===== config.mk =====
export PLATFORM = sky130hd
export DESIGN_NAME = dose_command_safety_gate_unit
export DESIGN_NICKNAME = d
export VERILOG_FILES = /design/src/sv/dcsg_pkg.sv /design/src/sv/dose_command_safety_gate_unit.sv /design/src/sv/dcsg_cfg.sv /design/src/sv/dcsg_eval.sv
export SDC_FILE = /design/constraint.sdc
export NUM_CORES = 1
export LEC_CHECK = 0
export BUFFER_PORTS_ARGS = -buffer_cell sky130_fd_sc_hd__clkbuf_2
export CORE_MARGIN = 2
export CORE_UTILIZATION = 25
export DETAILED_ROUTE_END_ITERATION = 10
export SLEW_MARGIN = 20
export SYNTH_ARGS = -nofsm -noshare
export SYNTH_HDL_FRONTEND = slang
export SYNTH_SLANG_ARGS = --single-unit

===== constraint.sdc =====
create_clock -name i_clk -period 7.9 [get_ports i_clk]
set_input_delay 0 -clock i_clk [delete_from_list [all_inputs] [get_ports i_clk]]
set_output_delay 0 -clock i_clk [all_outputs]
set_load 0.01 [all_outputs]

===== src/sv/dcsg_pkg.sv =====
// shared types, codes and constants for the dose command safety gate
// no dependencies; used by every module of the block
package dcsg_pkg;

    localparam logic [31:0] DAY_SECONDS = 32'd86400;

    localparam logic [1:0] CMD_TICK   = 2'd0;
    localparam logic [1:0] CMD_DOSE   = 2'd1;
    localparam logic [1:0] CMD_ARM    = 2'd2;
    localparam logic [1:0] CMD_DISARM = 2'd3;

    localparam logic [1:0] MODE_IDLE     = 2'd0;
    localparam logic [1:0] MODE_ARMED    = 2'd1;
    localparam logic [1:0] MODE_COOLDOWN = 2'd2;

    localparam logic [2:0] VERDICT_NONE       = 3'd0;
    localparam logic [2:0] VERDICT_EXECUTED   = 3'd1;
    localparam logic [2:0] VERDICT_DISARMED   = 3'd2;
    localparam logic [2:0] VERDICT_BAD_LENGTH = 3'd3;
    localparam logic [2:0] VERDICT_REPLAY     = 3'd4;
    localparam logic [2:0] VERDICT_COOLDOWN   = 3'd5;
    localparam logic [2:0] VERDICT_DAILY_CAP  = 3'd6;

    localparam logic [1:0] CFG_MAX_PULSE_MS      = 2'd0;
    localparam logic [1:0] CFG_COOLDOWN_SECONDS  = 2'd1;
    localparam logic [1:0] CFG_MAX_DOSES_PER_DAY = 2'd2;

    localparam logic [15:0] RST_MAX_PULSE_MS      = 16'd5000;
    localparam logic [15:0] RST_COOLDOWN_SECONDS  = 16'd60;
    localparam logic [7:0]  RST_MAX_DOSES_PER_DAY = 8'd4;

    typedef struct packed {
        logic [1:0]  command;
        logic [31:0] pulse_ms;
        logic [31:0] request_nonce;
        logic [31:0] now_seconds;
        logic        kill_switch;
    } t_in_word;

    typedef struct packed {
        logic [2:0]  verdict;
        logic [15:0] granted_ms;
        logic [1:0]  mode;
        logic        is_armed;
        logic [7:0]  dose_count;
        logic [31:0] spent_nonce;
        logic [31:0] last_dose_time;
    } t_out_word;

    typedef struct packed {
        logic [15:0] max_pulse_ms;
        logic [15:0] cooldown_seconds;
        logic [7:0]  max_doses_per_day;
    } t_cfg;

    typedef struct packed {
        logic [1:0]  mode;
        logic        armed;
        logic [7:0]  day_count;
        logic [31:0] last_dose_stamp;
        logic [31:0] used_nonce;
        logic [31:0] day_anchor;
    } t_state;

endpackage


===== src/sv/dose_command_safety_gate_unit.sv =====
// top level of the dose command safety gate: input register, gate state,
// result register; depends on dcsg_pkg, dcsg_cfg and dcsg_eval

// Each input word (tick, arm, disarm or dose request) yields exactly one result
// word. A word is captured in an input register, evaluated against the gate
// state combinationally, and its result lands in an output register while the
// state updates in the same edge, so the block sustains one word per clock
// while the downstream side does not stall. A word's result is held in the
// output register after the word has passed the input register. The input
// side stalls only while the input register is full and the output register
// holds a result the downstream side is stalling. Configuration writes take
// effect at the next edge and are meant to happen while no word is in flight.
module dose_command_safety_gate_unit (
    input  logic                i_clk,
    input  logic                i_rst_n,
    input  logic                i_cfg_we,
    input  logic [1:0]          i_cfg_index,
    input  logic [15:0]         i_cfg_data,
    input  logic                i_in_valid,
    input  dcsg_pkg::t_in_word  i_in_word,
    output logic                o_in_stall,
    output logic                o_out_valid,
    output dcsg_pkg::t_out_word o_out_word,
    input  logic                i_out_stall
);

    dcsg_pkg::t_cfg      cfg;
    dcsg_pkg::t_state    r_state;
    dcsg_pkg::t_state    n_state;
    dcsg_pkg::t_in_word  r_in_word;
    logic                r_in_valid;
    dcsg_pkg::t_out_word r_out_word;
    dcsg_pkg::t_out_word n_out_word;
    logic                r_out_valid;
    logic                advance;
    logic                accept;

    dcsg_cfg u_cfg (
        .i_clk       (i_clk),
        .i_rst_n     (i_rst_n),
        .i_cfg_we    (i_cfg_we),
        .i_cfg_index (i_cfg_index),
        .i_cfg_data  (i_cfg_data),
        .o_cfg       (cfg)
    );

    dcsg_eval u_eval (
        .i_word  (r_in_word),
        .i_cfg   (cfg),
        .i_state (r_state),
        .o_state (n_state),
        .o_word  (n_out_word)
    );

    // the held word moves on when the output register is free or draining
    assign advance    = r_in_valid && (!r_out_valid || !i_out_stall);
    assign o_in_stall = r_in_valid && !advance;
    assign accept     = i_in_valid && !o_in_stall;

    always_ff @(posedge i_clk) begin
        if (!i_rst_n) begin
            r_in_valid  <= 1'b0;
            r_out_valid <= 1'b0;
            r_state     <= '{mode: dcsg_pkg::MODE_IDLE, armed: 1'b0, day_count: 8'd0,
                             last_dose_stamp: 32'd0, used_nonce: 32'd0,
                             day_anchor: 32'd0};
        end else begin
            if (accept) begin
                r_in_valid <= 1'b1;
            end else if (advance) begin
                r_in_valid <= 1'b0;
            end
            if (advance) begin
                r_out_valid <= 1'b1;
                r_state     <= n_state;
            end else if (!i_out_stall) begin
                r_out_valid <= 1'b0;
            end
        end
    end

    always_ff @(posedge i_clk) begin
        if (accept) begin
            r_in_word <= i_in_word;
        end
        if (advance) begin
            r_out_word <= n_out_word;
        end
    end

    assign o_out_valid = r_out_valid;
    assign o_out_word  = r_out_word;

endmodule


===== src/sv/dcsg_cfg.sv =====
// configuration register file: pulse limit, cooldown and daily cap
// depends on dcsg_pkg
module dcsg_cfg (
    input  logic                i_clk,
    input  logic                i_rst_n,
    input  logic                i_cfg_we,
    input  logic [1:0]          i_cfg_index,
    input  logic [15:0]         i_cfg_data,
    output dcsg_pkg::t_cfg      o_cfg
);

    dcsg_pkg::t_cfg r_cfg;

    always_ff @(posedge i_clk) begin
        if (!i_rst_n) begin
            r_cfg.max_pulse_ms      <= dcsg_pkg::RST_MAX_PULSE_MS;
            r_cfg.cooldown_seconds  <= dcsg_pkg::RST_COOLDOWN_SECONDS;
            r_cfg.max_doses_per_day <= dcsg_pkg::RST_MAX_DOSES_PER_DAY;
        end else if (i_cfg_we) begin
            unique case (i_cfg_index)
                dcsg_pkg::CFG_MAX_PULSE_MS:      r_cfg.max_pulse_ms <= i_cfg_data;
                dcsg_pkg::CFG_COOLDOWN_SECONDS:  r_cfg.cooldown_seconds <= i_cfg_data;
                dcsg_pkg::CFG_MAX_DOSES_PER_DAY: r_cfg.max_doses_per_day <= i_cfg_data[7:0];
                default: ;
            endcase
        end
    end

    assign o_cfg = r_cfg;

endmodule


===== src/sv/dcsg_eval.sv =====
// decision logic for one word: window roll, kill switch, cooldown exit,
// arm/disarm and the ordered dose checks; depends on dcsg_pkg
module dcsg_eval (
    input  dcsg_pkg::t_in_word  i_word,
    input  dcsg_pkg::t_cfg      i_cfg,
    input  dcsg_pkg::t_state    i_state,
    output dcsg_pkg::t_state    o_state,
    output dcsg_pkg::t_out_word o_word
);

    logic [31:0] anchor0;
    logic [31:0] since_anchor;
    logic [31:0] since_dose;
    logic        armed1;
    logic [1:0]  mode1;
    logic [2:0]  verdict;
    logic [15:0] granted;
    dcsg_pkg::t_state st;

    always_comb begin
        st      = i_state;
        verdict = dcsg_pkg::VERDICT_NONE;
        granted = 16'd0;

        // rolling day window, zero anchor means unset
        anchor0      = (i_state.day_anchor == 32'd0) ? i_word.now_seconds : i_state.day_anchor;
        since_anchor = i_word.now_seconds - anchor0;
        st.day_anchor = anchor0;
        if (since_anchor >= dcsg_pkg::DAY_SECONDS) begin
            st.day_anchor = i_word.now_seconds;
            st.day_count  = 8'd0;
        end

        armed1 = i_state.armed;
        mode1  = i_state.mode;
        if (i_word.kill_switch && armed1) begin
            armed1 = 1'b0;
            mode1  = dcsg_pkg::MODE_IDLE;
        end

        since_dose = i_word.now_seconds - i_state.last_dose_stamp;
        if (mode1 == dcsg_pkg::MODE_COOLDOWN &&
            since_dose >= {16'd0, i_cfg.cooldown_seconds}) begin
            mode1 = armed1 ? dcsg_pkg::MODE_ARMED : dcsg_pkg::MODE_IDLE;
        end

        st.armed = armed1;
        st.mode  = mode1;

        unique case (i_word.command)
            dcsg_pkg::CMD_ARM: begin
                if (!armed1) begin
                    st.armed = 1'b1;
                    st.mode  = dcsg_pkg::MODE_ARMED;
                end
            end
            dcsg_pkg::CMD_DISARM: begin
                if (armed1) begin
                    st.armed = 1'b0;
                    st.mode  = dcsg_pkg::MODE_IDLE;
                end
            end
            dcsg_pkg::CMD_DOSE: begin
                if (!armed1 || i_word.kill_switch) begin
                    verdict = dcsg_pkg::VERDICT_DISARMED;
                end else if (i_word.pulse_ms == 32'd0 ||
                             i_word.pulse_ms > {16'd0, i_cfg.max_pulse_ms}) begin
                    verdict = dcsg_pkg::VERDICT_BAD_LENGTH;
                end else if (i_word.request_nonce != 32'd0 &&
                             i_word.request_nonce == i_state.used_nonce) begin
                    verdict = dcsg_pkg::VERDICT_REPLAY;
                end else if (i_state.last_dose_stamp != 32'd0 &&
                             since_dose < {16'd0, i_cfg.cooldown_seconds}) begin
                    verdict = dcsg_pkg::VERDICT_COOLDOWN;
                end else if (st.day_count >= i_cfg.max_doses_per_day) begin
                    verdict = dcsg_pkg::VERDICT_DAILY_CAP;
                end else begin
                    verdict            = dcsg_pkg::VERDICT_EXECUTED;
                    granted            = i_word.pulse_ms[15:0];
                    st.last_dose_stamp = i_word.now_seconds;
                    st.used_nonce      = i_word.request_nonce;
                    st.day_count       = st.day_count + 8'd1;
                    st.mode            = dcsg_pkg::MODE_COOLDOWN;
                end
            end
            default: ;
        endcase
    end

    assign o_state               = st;
    assign o_word.verdict        = verdict;
    assign o_word.granted_ms     = granted;
    assign o_word.mode           = st.mode;
    assign o_word.is_armed       = st.armed;
    assign o_word.dose_count     = st.day_count;
    assign o_word.spent_nonce    = st.used_nonce;
    assign o_word.last_dose_time = st.last_dose_stamp;

endmodule

==> impl_metrics.env <==
export IMPL_synth_seq_cells=342
export IMPL_vias_per_cell=4.80
export IMPL_status="finished clean"
export IMPL_cp_required_ns=8.33
export IMPL_rr_worst_depth=27
export IMPL_drive_above_1_share_pct=16.4
export IMPL_dpl_cell_area_sq_mm=0.0209
export IMPL_cts_buffers=42
export IMPL_synth_edf_count=193
export IMPL_skew_ns=0.0543
export IMPL_start_util_pct=25.2
export IMPL_ys_flop_type="edfxtp_1"
export IMPL_cts_htree_levels=2
export IMPL_dr_pass1_iters=5
export IMPL_synth_top_family_by_area="simple AND/OR/NAND/NOR gates"
export IMPL_hpwl_um=42200
export IMPL_rr_endpoint="r_state[91]"
export IMPL_synthXorXnorAreaFrac_pct=3.42
export IMPL_vdd_ir_drop_max_mv=0.247
export IMPL_vias=15600
export IMPL_die_y_um=277
export IMPL_switching_share_pct=27.2
export IMPL_cpLargestDelayFamily="compound AO/OA/AOI/OAI gates"
export IMPL_worstSetupStartpointType="flip-flop"
export IMPL_whs_ns=0.0776
export IMPL_final_min_clock_period_ns=7.30
export IMPL_die_w_um=277
export IMPL_row_count=100
export IMPL_worstMarginPinSlew_ns=0.962
export IMPL_p_sw_mw=1.26
export IMPL_worstSetupEndpointType="flip-flop"
export IMPL_setup_viol=0
export IMPL_seqPwrFrac_pct=43.6
export IMPL_gp_congestion=0.890
export IMPL_yosys_mux_area_fraction_pct=6.45
export IMPL_synthToLayoutAreaGrowth_pct=26.9
export IMPL_antenna_left=0
export IMPL_timing_worst_setup_path_type="flip-flop to flip-flop"
export IMPL_syn_avg_cell_area_sq_um=9.78
export IMPL_grt_antenna_before_repair=2
export IMPL_fin_crit_sh_pct=92.4
export IMPL_tns_ns=0
export IMPL_power_mw=4.62
export IMPL_clkLatencyLatePin_ns=0.60
export IMPL_cts_root_buf="clkbuf_16"
export IMPL_synth_warnings=0
export IMPL_track_usage_pct=14.6
export IMPL_grt_pass1_wl_um=88100
export IMPL_critPathArrivalTime_ns=7.73
export IMPL_synth_distinct_cells=76
export IMPL_fmax_mhz=137
export IMPL_hp_class="input port to flip-flop"
export IMPL_min_to="u_cfg.o_cfg[31]"
export IMPL_grt_setup_unrepaired="no"
export IMPL_synthAdderAreaFrac_pct=6.50
export IMPL_r2r_start="r_state[7]"
export IMPL_drc=0
export IMPL_dieArea_sq_mm=0.0769
export IMPL_routedWlPerCell_um=17.6
export IMPL_netlist_instances=1910
export IMPL_relSlewSlack_pct=35.9
export IMPL_path_max_fanout=32
export IMPL_p_comb_share_pct=14.4
export IMPL_routed_wirelength_um=57400
export IMPL_power_leakage_nw=9.00
export IMPL_path_buf_inv=2
export IMPL_cts_clk_slew_worst_paths_ns=0.06
export IMPL_syn_area_sq_mm=0.0187
export IMPL_cts_tree="built"
export IMPL_io_pins=218
export IMPL_hold_path_cell_count=4
export IMPL_slowest_delay_ns=0.50
export IMPL_p_int_mw=3.36
export IMPL_r2r_setup_slack_ns=0.60
export IMPL_core_sq_mm=0.0742
export IMPL_drtIter0Drc=1265
export IMPL_clockBufferDepth=3
export IMPL_synthSimpleGateAreaFrac_pct=17.3
export IMPL_finalMaxSlewViolations=0
export IMPL_cts_sinks=342
export IMPL_synth_seq_area_share_pct=47.0
export IMPL_layout_common_cells="nand2_1 (294), clkbuf_2 (216), edfxtp_1 (193)"
export IMPL_synth_nets=2127
export IMPL_min_from="i_cfg_we"
export IMPL_slowest_stage="a211oi_1"
export IMPL_hold_violations=0
export IMPL_p_per_area_mw_per_mm2=195
export IMPL_synth_compound_area_share_pct=15.6
export IMPL_grt_max_degree=68
export IMPL_grt_ovfl_total=0
export IMPL_grt_pass1_vias=15000
export IMPL_final_area_sq_mm=0.0237
export IMPL_io_buffers=217
export IMPL_nNetsFinal=2469
export IMPL_p_clk_share_pct=42.0
export IMPL_max_cap_violations=0
export IMPL_synthArstFlopShare_pct=0
export IMPL_final_common_cell="nand2_1"
## power by group through the flow
| stage | clock, mW | sequential (mW) | combinational [mW] |
|---|---|---|---|
| floorplan | 0 | 2.03 | 0.408 |
| global placement | 0 | 2.05 | 0.600 |
| detailed placement | 0 | 2.05 | 0.602 |
| CTS | 2.00 | 2.01 | 0.657 |
| global route | 2.07 | 2.02 | 0.734 |
| finish | 1.94 | 2.01 | 0.666 |
## cell type report
cell class / instances / area, sq um
multi-input combinational: 1388 / 9270
clock inverter: 18 / 236
tap: 969 / 1210
antenna: 2 / 5.00
fill: 7595 / 50500
inverter: 103 / 389
clock buffer: 59 / 1150
sequential: 342 / 8780
timing repair buffer: 375 / 2650
## state kept, by name (all words and copies together), names as in the netlist
register / cells
o_out_valid: 1
o_out_word: 94
r_in_valid: 1
r_in_word: 99
r_state: 107
u_cfg.o_cfg: 40
## cells by family after synthesis
| logic type | after synthesis |
|---|---|
| AND/OR/NAND/NOR | 664 |
| AO/OA/AOI/OAI | 439 |
| flip-flops | 342 |
| buffers and inverters | 180 |
| multiplexers | 116 |
| adder cells (fa/ha/maj) | 96 |
| XOR/XNOR | 73 |
## synthesized netlist by cell type, drive strengths merged (5+ instances only)
cell | n | area [sq um]
a211o | 8 | 70.1
a211oi | 9 | 67.6
a21o | 33 | 248
a21oi | 139 | 696
a311oi | 5 | 43.8
a31o | 5 | 43.8
a31oi | 15 | 93.8
a32o | 29 | 290
and2 | 25 | 156
and3 | 14 | 87.6
and4 | 5 | 43.8
buf | 12 | 68.8
clkbuf | 65 | 245
dfxtp | 149 | 2980
edfxtp | 193 | 5800
ha | 93 | 1160
inv | 101 | 379
mux2 | 35 | 394
mux2i | 81 | 811
nand2 | 294 | 1100
nand2b | 28 | 175
nand3 | 37 | 185
nand4 | 29 | 181
nor2 | 83 | 312
nor2b | 28 | 175
nor3 | 25 | 125
nor4 | 47 | 307
nor4b | 5 | 43.8
o2111ai | 11 | 96.3
o211ai | 23 | 173
o21a | 24 | 180
o21ai | 79 | 395
o21bai | 7 | 52.6
o221ai | 7 | 61.3
o31ai | 6 | 45.0
or2 | 6 | 37.5
or3 | 13 | 81.3
or4 | 9 | 71.3
xnor2 | 27 | 236
xor2 | 46 | 403
## worst register-to-register path: stages, from the launching register on
cell	delay [ns]
dfxtp_1	0.37
nor4_2	0.36
nand2_1	0.19
nor4_4	0.39
buf_4	0.31
a21oi_1	0.15
ha_1	0.31
a21o_1	0.15
a221o_1	0.40
a211oi_1	0.50
o21ai_0	0.30
a21oi_1	0.26
o22ai_1	0.14
nor3_1	0.29
and4b_2	0.42
nand2_1	0.15
ha_1	0.29
nand2b_1	0.09
a21oi_1	0.07
nand2_1	0.07
a21oi_1	0.07
o21ai_1	0.28
nand2_1	0.13
or3_1	0.39
o311a_4	0.45
and2_4	0.24
buf_12	0.18
mux2i_1	0.19
## metal layers
metal	vias up	wire, um	track usage (%)
met5	-	0	0
met4	0	1350	4.21
met3	79	3620	3.21
met2	436	26700	24.0
met1	7406	25700	19.1
li1	7701	-	-
## what timing repair did
item | 4_1_cts | 5_1_grt
hold buffers | 131 | 0
hold endpoints to repair | 188 | 0
endpoints found under the setup margin | 0 | 156
setup buffers | 0 | 1
resized for setup | 0 | 11
## through the flow
stage / utilization (%) / cells / worst slack (ns)
after global routing: 31.9 / 3256 / 0.0314
after floorplan: - / 1910 / 0.275
after global placement: 28.2 / 3045 / 0.272
after CTS: 31.9 / 3253 / 0.0951
after detailed placement: 28.2 / 3045 / 0.168
final: 31.9 / 3256 / 0.604
## worst max path at each step
stage | from | cells after the start | endpoint
6_report | r_state[7] | 27 | r_state[91]
3_5_place_dp | r_state[15] | 29 | o_out_word[23]
5_1_grt | r_state[24] | 27 | r_state[90]
2_1_floorplan | r_state[8] | 34 | o_out_word[1]
3_3_place_gp | r_state[15] | 29 | o_out_word[30]
4_1_cts | r_state[15] | 29 | o_out_word[27]
Note: power is estimated with default switching activity, not from simulation.
